## src/sv/tkc_pkg.sv

```systemverilog
// Package for the timer / keyboard / console peripheral.
// Holds the beat structs, opcode and offset codes and sizing constants; no dependencies.
package tkc_pkg;

  localparam int unsigned ADDR_W             = 32;
  localparam int unsigned DATA_W             = 32;
  localparam int unsigned KEY_W              = 8;
  localparam int unsigned TICK_W             = 16;
  localparam int unsigned RECIP_W            = 16;
  localparam int unsigned COUNT_W            = 64;
  localparam int unsigned USEC_SHIFT         = 16;
  localparam int unsigned RING_DEPTH_DEFAULT = 256;

  typedef enum logic [1:0] {
    OP_READ     = 2'd0,
    OP_WRITE    = 2'd1,
    OP_KEY_PUSH = 2'd2,
    OP_TICK     = 2'd3
  } tkc_op_e;

  localparam logic [1:0] SIZE_DWORD = 2'd2;

  // Config register indexes
  localparam logic CFG_BASE  = 1'b0;
  localparam logic CFG_RECIP = 1'b1;

  localparam logic [RECIP_W-1:0] RECIP_RESET = 16'd655;

  // Register window offsets
  localparam logic [ADDR_W-1:0] OFS_TIME_LO    = 32'h0000_0000;
  localparam logic [ADDR_W-1:0] OFS_TIME_HI    = 32'h0000_0004;
  localparam logic [ADDR_W-1:0] OFS_HOOK       = 32'h0000_0008;
  localparam logic [ADDR_W-1:0] OFS_RESET      = 32'h0000_000C;
  localparam logic [ADDR_W-1:0] OFS_KEY_POP    = 32'h0000_0010;
  localparam logic [ADDR_W-1:0] OFS_CONSOLE    = 32'h0000_0014;
  localparam logic [ADDR_W-1:0] OFS_KEY_STATUS = 32'h0000_0018;

  typedef struct packed {
    logic [1:0]        opcode;
    logic [ADDR_W-1:0] address;
    logic [1:0]        access_size;
    logic [DATA_W-1:0] write_data;
    logic [KEY_W-1:0]  key_code;
    logic [TICK_W-1:0] tick_cycles;
  } tkc_in_t;

  typedef struct packed {
    logic [DATA_W-1:0] read_data;
    logic              console_valid;
    logic [KEY_W-1:0]  console_char;
    logic              key_overflow;
  } tkc_out_t;

endpackage

```

## src/sv/tkc_key_ram.sv

```systemverilog
// Key ring storage: one write port, one registered read port, write-first on collision.
// Depends on tkc_pkg for the key width.
module tkc_key_ram
  import tkc_pkg::*;
#(
  parameter int unsigned DEPTH = RING_DEPTH_DEFAULT
) (
  input  logic                     clk_i,
  input  logic                     we_i,
  input  logic [$clog2(DEPTH)-1:0] waddr_i,
  input  logic [KEY_W-1:0]         wdata_i,
  input  logic [$clog2(DEPTH)-1:0] raddr_i,
  output logic [KEY_W-1:0]         rdata_o
);

  logic [KEY_W-1:0] mem_q [DEPTH];
  logic [KEY_W-1:0] rdata_q;

  always_ff @(posedge clk_i) begin
    if (we_i) begin
      mem_q[waddr_i] <= wdata_i;
    end
  end

  // same-address write bypasses the array so the read sees the new key
  always_ff @(posedge clk_i) begin
    if (we_i && (waddr_i == raddr_i)) begin
      rdata_q <= wdata_i;
    end else begin
      rdata_q <= mem_q[raddr_i];
    end
  end

  assign rdata_o = rdata_q;

endmodule

```

## src/sv/tkc_core.sv

```systemverilog
// Execute stage: address decode, peripheral state, key ring pointers and result forming.
// Depends on tkc_pkg and tkc_key_ram.
module tkc_core
  import tkc_pkg::*;
#(
  parameter int unsigned KEY_RING_DEPTH = RING_DEPTH_DEFAULT
) (
  input  logic               clk_i,
  input  logic               rst_ni,
  input  logic               exec_i,
  input  tkc_in_t            item_i,
  input  logic [ADDR_W-1:0]  base_i,
  input  logic [RECIP_W-1:0] recip_i,
  output tkc_out_t           res_o
);

  localparam int unsigned PTR_W = $clog2(KEY_RING_DEPTH);
  localparam logic [PTR_W-1:0] PTR_LAST = PTR_W'(KEY_RING_DEPTH - 1);

  logic [COUNT_W-1:0] count_q, count_d;
  logic [DATA_W-1:0]  hook_q, hook_d;
  logic [DATA_W-1:0]  rtick_q, rtick_d;
  logic [PTR_W-1:0]   rd_ptr_q, rd_ptr_d;
  logic [PTR_W-1:0]   wr_ptr_q, wr_ptr_d;

  logic [ADDR_W-1:0]          ofs;
  logic                       is_dword;
  logic                       is_rd, is_wr, is_push, is_tick;
  logic [PTR_W-1:0]           rd_nxt, wr_nxt;
  logic                       ring_empty, ring_full;
  logic                       pop, push_ok;
  logic [KEY_W-1:0]           key_head;
  logic [COUNT_W+RECIP_W-1:0] prod;
  logic [COUNT_W-USEC_SHIFT-1:0] usec;
  logic [DATA_W-1:0]          rdata;

  assign ofs      = item_i.address - base_i;
  assign is_dword = (item_i.access_size == SIZE_DWORD);
  assign is_rd    = (item_i.opcode == OP_READ);
  assign is_wr    = (item_i.opcode == OP_WRITE);
  assign is_push  = (item_i.opcode == OP_KEY_PUSH);
  assign is_tick  = (item_i.opcode == OP_TICK);

  assign rd_nxt     = (rd_ptr_q == PTR_LAST) ? '0 : rd_ptr_q + 1'b1;
  assign wr_nxt     = (wr_ptr_q == PTR_LAST) ? '0 : wr_ptr_q + 1'b1;
  assign ring_empty = (rd_ptr_q == wr_ptr_q);
  assign ring_full  = (wr_nxt == rd_ptr_q);

  assign pop     = exec_i && is_rd && is_dword && (ofs == OFS_KEY_POP) && !ring_empty;
  assign push_ok = exec_i && is_push && !ring_full;

  // microsecond clock: (count * recip) mod 2^64, then >> 16
  assign prod = (COUNT_W+RECIP_W)'(count_q) * (COUNT_W+RECIP_W)'(recip_i);
  assign usec = prod[COUNT_W-1:USEC_SHIFT];

  always_comb begin
    rdata = '0;
    if (is_rd && is_dword) begin
      case (ofs)
        OFS_TIME_LO:    rdata = usec[DATA_W-1:0];
        OFS_TIME_HI:    rdata = DATA_W'(usec[COUNT_W-USEC_SHIFT-1:DATA_W]);
        OFS_HOOK:       rdata = hook_q;
        OFS_RESET:      rdata = rtick_q;
        OFS_KEY_POP:    rdata = ring_empty ? '0 : DATA_W'(key_head);
        OFS_KEY_STATUS: rdata = DATA_W'(!ring_empty);
        default:        rdata = '0;
      endcase
    end
  end

  always_comb begin
    res_o               = '0;
    res_o.read_data     = rdata;
    res_o.console_valid = is_wr && is_dword && (ofs == OFS_CONSOLE);
    res_o.console_char  = res_o.console_valid ? item_i.write_data[KEY_W-1:0] : '0;
    res_o.key_overflow  = is_push && ring_full;
  end

  always_comb begin
    count_d  = count_q;
    hook_d   = hook_q;
    rtick_d  = rtick_q;
    rd_ptr_d = pop ? rd_nxt : rd_ptr_q;
    wr_ptr_d = push_ok ? wr_nxt : wr_ptr_q;
    if (exec_i && is_tick) begin
      count_d = count_q + COUNT_W'(item_i.tick_cycles);
    end
    if (exec_i && is_wr && is_dword) begin
      if (ofs == OFS_HOOK) begin
        hook_d = item_i.write_data;
      end
      if (ofs == OFS_RESET) begin
        rtick_d = item_i.write_data;
      end
    end
  end

  always_ff @(posedge clk_i or negedge rst_ni) begin
    if (!rst_ni) begin
      count_q  <= '0;
      hook_q   <= '0;
      rtick_q  <= '0;
      rd_ptr_q <= '0;
      wr_ptr_q <= '0;
    end else begin
      count_q  <= count_d;
      hook_q   <= hook_d;
      rtick_q  <= rtick_d;
      rd_ptr_q <= rd_ptr_d;
      wr_ptr_q <= wr_ptr_d;
    end
  end

  // read port always looks at the next head, so key_head is the current head
  tkc_key_ram #(
    .DEPTH (KEY_RING_DEPTH)
  ) u_key_ram (
    .clk_i   (clk_i),
    .we_i    (push_ok),
    .waddr_i (wr_ptr_q),
    .wdata_i (item_i.key_code),
    .raddr_i (rd_ptr_d),
    .rdata_o (key_head)
  );

`ifndef SYNTH
  a_rd_moves_on_pop: assert property (@(posedge clk_i) disable iff (!rst_ni)
    !$stable(rd_ptr_q) |-> $past(pop))
    else $error("read pointer moved without a pop");

  a_wr_moves_on_push: assert property (@(posedge clk_i) disable iff (!rst_ni)
    push_ok |=> (wr_ptr_q != $past(wr_ptr_q)))
    else $error("accepted key push did not advance write pointer");

  a_ptr_range: assert property (@(posedge clk_i) disable iff (!rst_ni)
    (rd_ptr_q <= PTR_LAST) && (wr_ptr_q <= PTR_LAST))
    else $error("ring pointer beyond ring depth");

  a_no_pop_and_push_on_full: assert property (@(posedge clk_i) disable iff (!rst_ni)
    (exec_i && res_o.key_overflow) |=> $stable(wr_ptr_q))
    else $error("dropped key moved write pointer");
`endif

endmodule

```

## src/sv/timer_keyboard_console_mmio.sv

```systemverilog
// Timer / keyboard / console peripheral top level.
// An accepted beat is held in the input register, then executed into the result register that drives out_valid_o.
// Throughput: one beat per cycle, set by the single execute stage between the
// input register and the result register; out_stall_i back-pressures directly.
// Reset: pointers, counters, tick registers and config clear (reciprocal to 655);
// the key RAM is not cleared, only pushed entries are ever popped.
module timer_keyboard_console_mmio
  import tkc_pkg::*;
#(
  parameter int unsigned KEY_RING_DEPTH = RING_DEPTH_DEFAULT
) (
  input  logic              clk_i,
  input  logic              rst_ni,
  // config write port
  input  logic              cfg_we_i,
  input  logic              cfg_idx_i,
  input  logic [DATA_W-1:0] cfg_wdata_i,
  // input channel
  input  logic              in_valid_i,
  output logic              in_stall_o,
  input  tkc_in_t           in_data_i,
  // result channel
  output logic              out_valid_o,
  input  logic              out_stall_i,
  output tkc_out_t          out_data_o
);

  // config registers
  logic [ADDR_W-1:0]  base_q;
  logic [RECIP_W-1:0] recip_q;

  // input register
  logic    in_v_q;
  tkc_in_t in_q;

  // result register
  logic     out_v_q;
  tkc_out_t out_q;

  logic     exec;
  logic     in_accept;
  tkc_out_t res;

  // the held beat executes whenever the result register is free or draining
  assign exec       = in_v_q && (!out_v_q || !out_stall_i);
  assign in_stall_o = in_v_q && !exec;
  assign in_accept  = in_valid_i && !in_stall_o;

  always_ff @(posedge clk_i or negedge rst_ni) begin
    if (!rst_ni) begin
      base_q  <= '0;
      recip_q <= RECIP_RESET;
    end else if (cfg_we_i) begin
      case (cfg_idx_i)
        CFG_BASE:  base_q  <= cfg_wdata_i;
        CFG_RECIP: recip_q <= cfg_wdata_i[RECIP_W-1:0];
        default:   ;
      endcase
    end
  end

  always_ff @(posedge clk_i or negedge rst_ni) begin
    if (!rst_ni) begin
      in_v_q <= 1'b0;
    end else if (in_accept) begin
      in_v_q <= 1'b1;
    end else if (exec) begin
      in_v_q <= 1'b0;
    end
  end

  always_ff @(posedge clk_i) begin
    if (in_accept) begin
      in_q <= in_data_i;
    end
  end

  tkc_core #(
    .KEY_RING_DEPTH (KEY_RING_DEPTH)
  ) u_core (
    .clk_i   (clk_i),
    .rst_ni  (rst_ni),
    .exec_i  (exec),
    .item_i  (in_q),
    .base_i  (base_q),
    .recip_i (recip_q),
    .res_o   (res)
  );

  always_ff @(posedge clk_i or negedge rst_ni) begin
    if (!rst_ni) begin
      out_v_q <= 1'b0;
    end else if (exec) begin
      out_v_q <= 1'b1;
    end else if (!out_stall_i) begin
      out_v_q <= 1'b0;
    end
  end

  always_ff @(posedge clk_i) begin
    if (exec) begin
      out_q <= res;
    end
  end

  assign out_valid_o = out_v_q;
  assign out_data_o  = out_q;

`ifndef SYNTH
  a_exec_fills_result: assert property (@(posedge clk_i) disable iff (!rst_ni)
    exec |=> out_valid_o)
    else $error("executed beat did not reach the result register");

  a_stalled_result_holds: assert property (@(posedge clk_i) disable iff (!rst_ni)
    (out_valid_o && out_stall_i) |=> (out_valid_o && $stable(out_data_o)))
    else $error("stalled result changed");

  a_no_exec_on_stall: assert property (@(posedge clk_i) disable iff (!rst_ni)
    (out_valid_o && out_stall_i) |-> !exec)
    else $error("beat executed over a stalled result");
`endif

endmodule
```

## config.mk

```make
export PLATFORM = sky130hd
export DESIGN_NAME = timer_keyboard_console_mmio
export DESIGN_NICKNAME = d
export VERILOG_FILES = /design/src/sv/tkc_pkg.sv /design/src/sv/tkc_key_ram.sv /design/src/sv/tkc_core.sv /design/src/sv/timer_keyboard_console_mmio.sv
export SDC_FILE = /design/constraint.sdc
export NUM_CORES = 2
export LEC_CHECK = 0
export BUFFER_PORTS_ARGS = -buffer_cell sky130_fd_sc_hd__buf_4
export CAP_MARGIN = 30
export CORE_MARGIN = 3
export CORE_UTILIZATION = 58
export CTS_BUF_LIST = sky130_fd_sc_hd__clkbuf_4 sky130_fd_sc_hd__clkbuf_8 sky130_fd_sc_hd__clkbuf_16
export DETAILED_ROUTE_END_ITERATION = 16
export GPL_TIMING_DRIVEN = 0
export PLACE_DENSITY_LB_ADDON = 0.25
export SYNTH_ARGS = -nofsm -noshare
export SYNTH_HDL_FRONTEND = slang
export SYNTH_HIERARCHICAL = 1
export SYNTH_SLANG_ARGS = --single-unit
```

## constraint.sdc

```tcl
create_clock -name clk_i -period 7.4 [get_ports clk_i]
set_input_delay 0.37 -clock clk_i [delete_from_list [all_inputs] [get_ports clk_i]]
set_output_delay 0.37 -clock clk_i [all_outputs]
set_load 0.03 [all_outputs]
```

==> impl_metrics.csv <==
group,metric,value,unit
outcome,outcome,"finished, violations left",
outcome,violations,"negative setup slack",
setup_path,reg2reg_slack,-0.26,ns
yosys,yosys_warnings,6,
global_route,grt_first_pass_wirelength,549.8,mm
timing,hold_viol_final,0,
cells_and_area,multiInputGateArea,0.04635,sq mm
min_path,hp-start,"cfg_idx_i",
route,totalWireLength,381.9,mm
timing,finalWorstSetupSlack,-0.2633,ns
setup_path,reg2reg_from,"recip_q[5]",
yosys,synth_commonest_cells,"edfxtp_1 (2182), inv_1 (841), nand2_1 (774), fa_1 (752), mux4_2 (454)",
clocking,numCtsBuffers,232,
timing,fin_crit_sh,1.036,
cells_and_area,nets,9826,
cells_and_area,fin_cells,11810,
power,p_comb_frac,0.550,
timing,max_freq,130.5,MHz
clocking,htree_levels,4,
power,p_per_area,435.0,mW/mm^2
min_path,hold_class,"primary input to flop",
die,die_area,0.2149,sq mm
yosys,async_flop_share,0.08138,
cells_and_area,drive_above_1_share,0.2079,
timing,hold_ws,0.03059,ns
timing,drv_slew,0,
power,p_int,35.57,mW
die,die_x,463.5,um
setup_path,r2r_end,"out_data_o[23]",
cells_and_area,fillCellCount,13590,
global_route,overflow,0,
global_route,grt_usage,0.3583,
yosys,seq_area_frac_synth,0.5810,
clocking,cts_tree,"yes",
route,drt-initial-drc-count,11120,
yosys,postSynthCellCount,8034,
power,p_clk_frac,0.202,
power,p_switching,25.87,mW
timing,slew_headroom,0.1444,
yosys,synth.largest_area_cell,"edfxtp_1",
setup_path,startpoint,"recip_q[5]",
power,ir_drop,2331,uV
placement,gp_congestion,0.9727,
placement,placed_area,0.1292,sq mm
power,p_total,61.44,mW
timing,setup_viol,17,
yosys,avgSynthCellArea,15.11,sq um
die,core_region_area,0.2077,sq mm
clocking,insertion_delay,0.92,ns
timing,min_period,7.663,ns
clocking,root_buffer,"clkbuf_16",
placement,placedCellCount,11140,
timing,tns,-2.055,ns
route,vias,76430,
route,post_drt_via_cell_ratio,6.473,
route,antenna_left,0,
yosys,synth_edf_count,2182,
clocking,clockBufferDepth,3,
cells_and_area,seqCellArea,0.07059,sq mm
min_path,hold_end,"base_q[17]",
die,start_util,0.5846,
power,cellLeakagePower,50.88,nW
die,ios,174,
setup_path,r2r_cells,27,
setup_path,crit_arrival,8.40,ns
yosys,netlist_area,0.1214,sq mm
job,drv_cap,0,
yosys,synthesis.nets,9059,
setup_path,crit_type,"flop to flop",
clocking,clk_pin_slew_worst_paths,0.06,ns
min_path,min_path_cells,4,
power,p_seq_frac,0.248,
global_route,first_global_vias,78320,
placement,io_buffers,173,
setup_path,critPathMaxFanout,10,
route,routedWlPerCell,32.35,um
setup_path,endpoint_kind,"flop",
yosys,yosys.cell_types.count,101,
route,drc,0,
route,first_pass_iters,7,
timing,clock_skew,0.1166,ns
setup_path,critPathRequiredTime,8.14,ns
global_route,grt_antenna_before_repair,6,
global_route,grt_start_max_net_pins,115,
cells_and_area,stdcell_area,0.1413,sq mm
yosys,synth-seq-cells,2384,
die,die_y,463.5,um
placement,place_hpwl,273.3,mm
die,num_rows,167,
yosys,ys.flop_type,"edfxtp_1",
cells_and_area,area_growth,16.35,%
timing,tightest_slew,1.283,ns
clocking,cts_num_sinks,2384,
setup_path,critPathLaunchType,"flop",
power,switching_share,0.4210,
timing,rsz0062_at_grt,"true",
yosys,synth_most_common_cell,"edfxtp_1",
yosys,yosysTopAreaCellShare,0.5397,
yosys,yosys-top-cells-area,"edfxtp_1 (54%), fa_1 (12%), mux4_2 (8.4%), dfrtp_1 (3.9%), inv_1 (2.6%)",
[flip-flops by register name, summed over array words and instances, names as in the netlist, 8 cells and up, named ones only]
register                flops
u_core/rd_ptr_q             8
recip_q                    16
in_q                       92
u_core/u_key_ram/mem_q   2048
u_core/hook_q              32
u_core/rtick_q             32
base_q                     32
u_core/count_q             64
u_core/wr_ptr_q             8
out_data_o                 42
[cell families after synthesis]
kind of cell | count (synthesis) | synth area share
flip-flops | 2384 | 0.5810
adder cells (fa/ha/maj) | 895 | 0.1387
buffers and inverters | 1320 | 0.04668
AND/OR/NAND/NOR | 1808 | 0.06901
XOR/XNOR | 165 | 0.01190
AO/OA/AOI/OAI | 751 | 0.04300
multiplexers | 711 | 0.1097
[critical path: stages, from the launching register on]
cell	delay [ns]
dfrtp_2	0.53
buf_6	0.17
buf_4	0.12
clkbuf_4	0.21
and2_1	0.18
fa_1	0.50
inv_1	0.05
fa_1	0.46
fa_1	0.53
inv_1	0.06
fa_1	0.49
fa_1	0.49
inv_1	0.06
fa_1	0.49
inv_1	0.05
ha_2	0.37
a21o_1	0.19
a211o_4	0.21
a21oi_2	0.10
o211a_1	0.27
or3_4	0.39
o21bai_4	0.24
a21oi_4	0.11
o31ai_4	0.28
a21o_1	0.26
xor2_4	0.24
a32oi_2	0.16
a21oi_2	0.26
[cells in the final DEF (no fill, tap or decap), drive strengths merged, types with 39 or more instances in the layout]
cell type    count
o21ai           79
nor2b           49
nand3           87
dlygate4sd3    131
nand2          777
nor4            39
mux2i          138
a22oi          142
dfrtp          188
a21oi          201
xor2            59
edfxtp        2182
and2           296
a21o            45
clkinv         121
xnor2          106
nor2           374
mux4           456
fa             752
inv            851
buf            589
mux2           117
o221ai          49
ha             143
nand4           44
nor3            50
clkbuf         555
[power by group through the flow]
stage	Clock, mW	Combinational, mW	Sequential (mW)
6_report	12.4	33.8	15.2
5_1_grt	13.0	36.7	15.2
4_1_cts	12.5	31.9	15.2
3_5_place_dp	0	24.1	15.5
3_3_place_gp	0	23.7	15.7
2_1_floorplan	0	17.0	15.5
[how the worst max path moves through the flow]
stage                                     end  cells past startpoint
2_1_floorplan                  out_data_o[15]                     24
3_3_place_gp   u_core/u_key_ram/mem_q[143][5]                      9
3_5_place_dp                   out_data_o[15]                     24
4_1_cts                        out_data_o[39]                     28
5_1_grt                        out_data_o[23]                     27
6_report                       out_data_o[23]                     27
[cell type report]
class | instances | share of cell area
Inverter | 842 | 0.02237
Multi-Input combinational cell | 4330 | 0.3281
Antenna cell | 12 | 0.0002126
Timing Repair Buffer | 553 | 0.04557
Tap cell | 2788 | 0.02469
Clock inverter | 176 | 0.01429
Buffer | 458 | 0.02213
Clock buffer | 264 | 0.04293
Sequential cell | 2384 | 0.4997
[repair_timing]
action / in CTS / in global routing
buffers inserted: 65 / 26
cloned: 1 / 0
pin swaps: 117 / 90
hold buffers: 131 / 0
hold endpoints to repair: 223 / 0
gates resized for setup: 397 / 121
endpoints found under the setup margin: 32 / 29
[layer usage]
metal,up-vias,GRT usage,share of wire
met5,-,0,0.00081
met4,10,0.2567,0.090
met3,1323,0.1037,0.12
met2,5554,0.5465,0.46
met1,39130,0.4416,0.33
li1,30410,-,-
[through the flow]
stage                     setup WS [ns]    util
after global placement           -6.222  0.6076
after floorplan                 0.03062       -
after detailed placement         -2.765  0.6220
final                           -0.2633  0.6801
after CTS                       -0.2179  0.6766
after global routing            -0.3868  0.6800
Power figures use the tool's default switching activity.
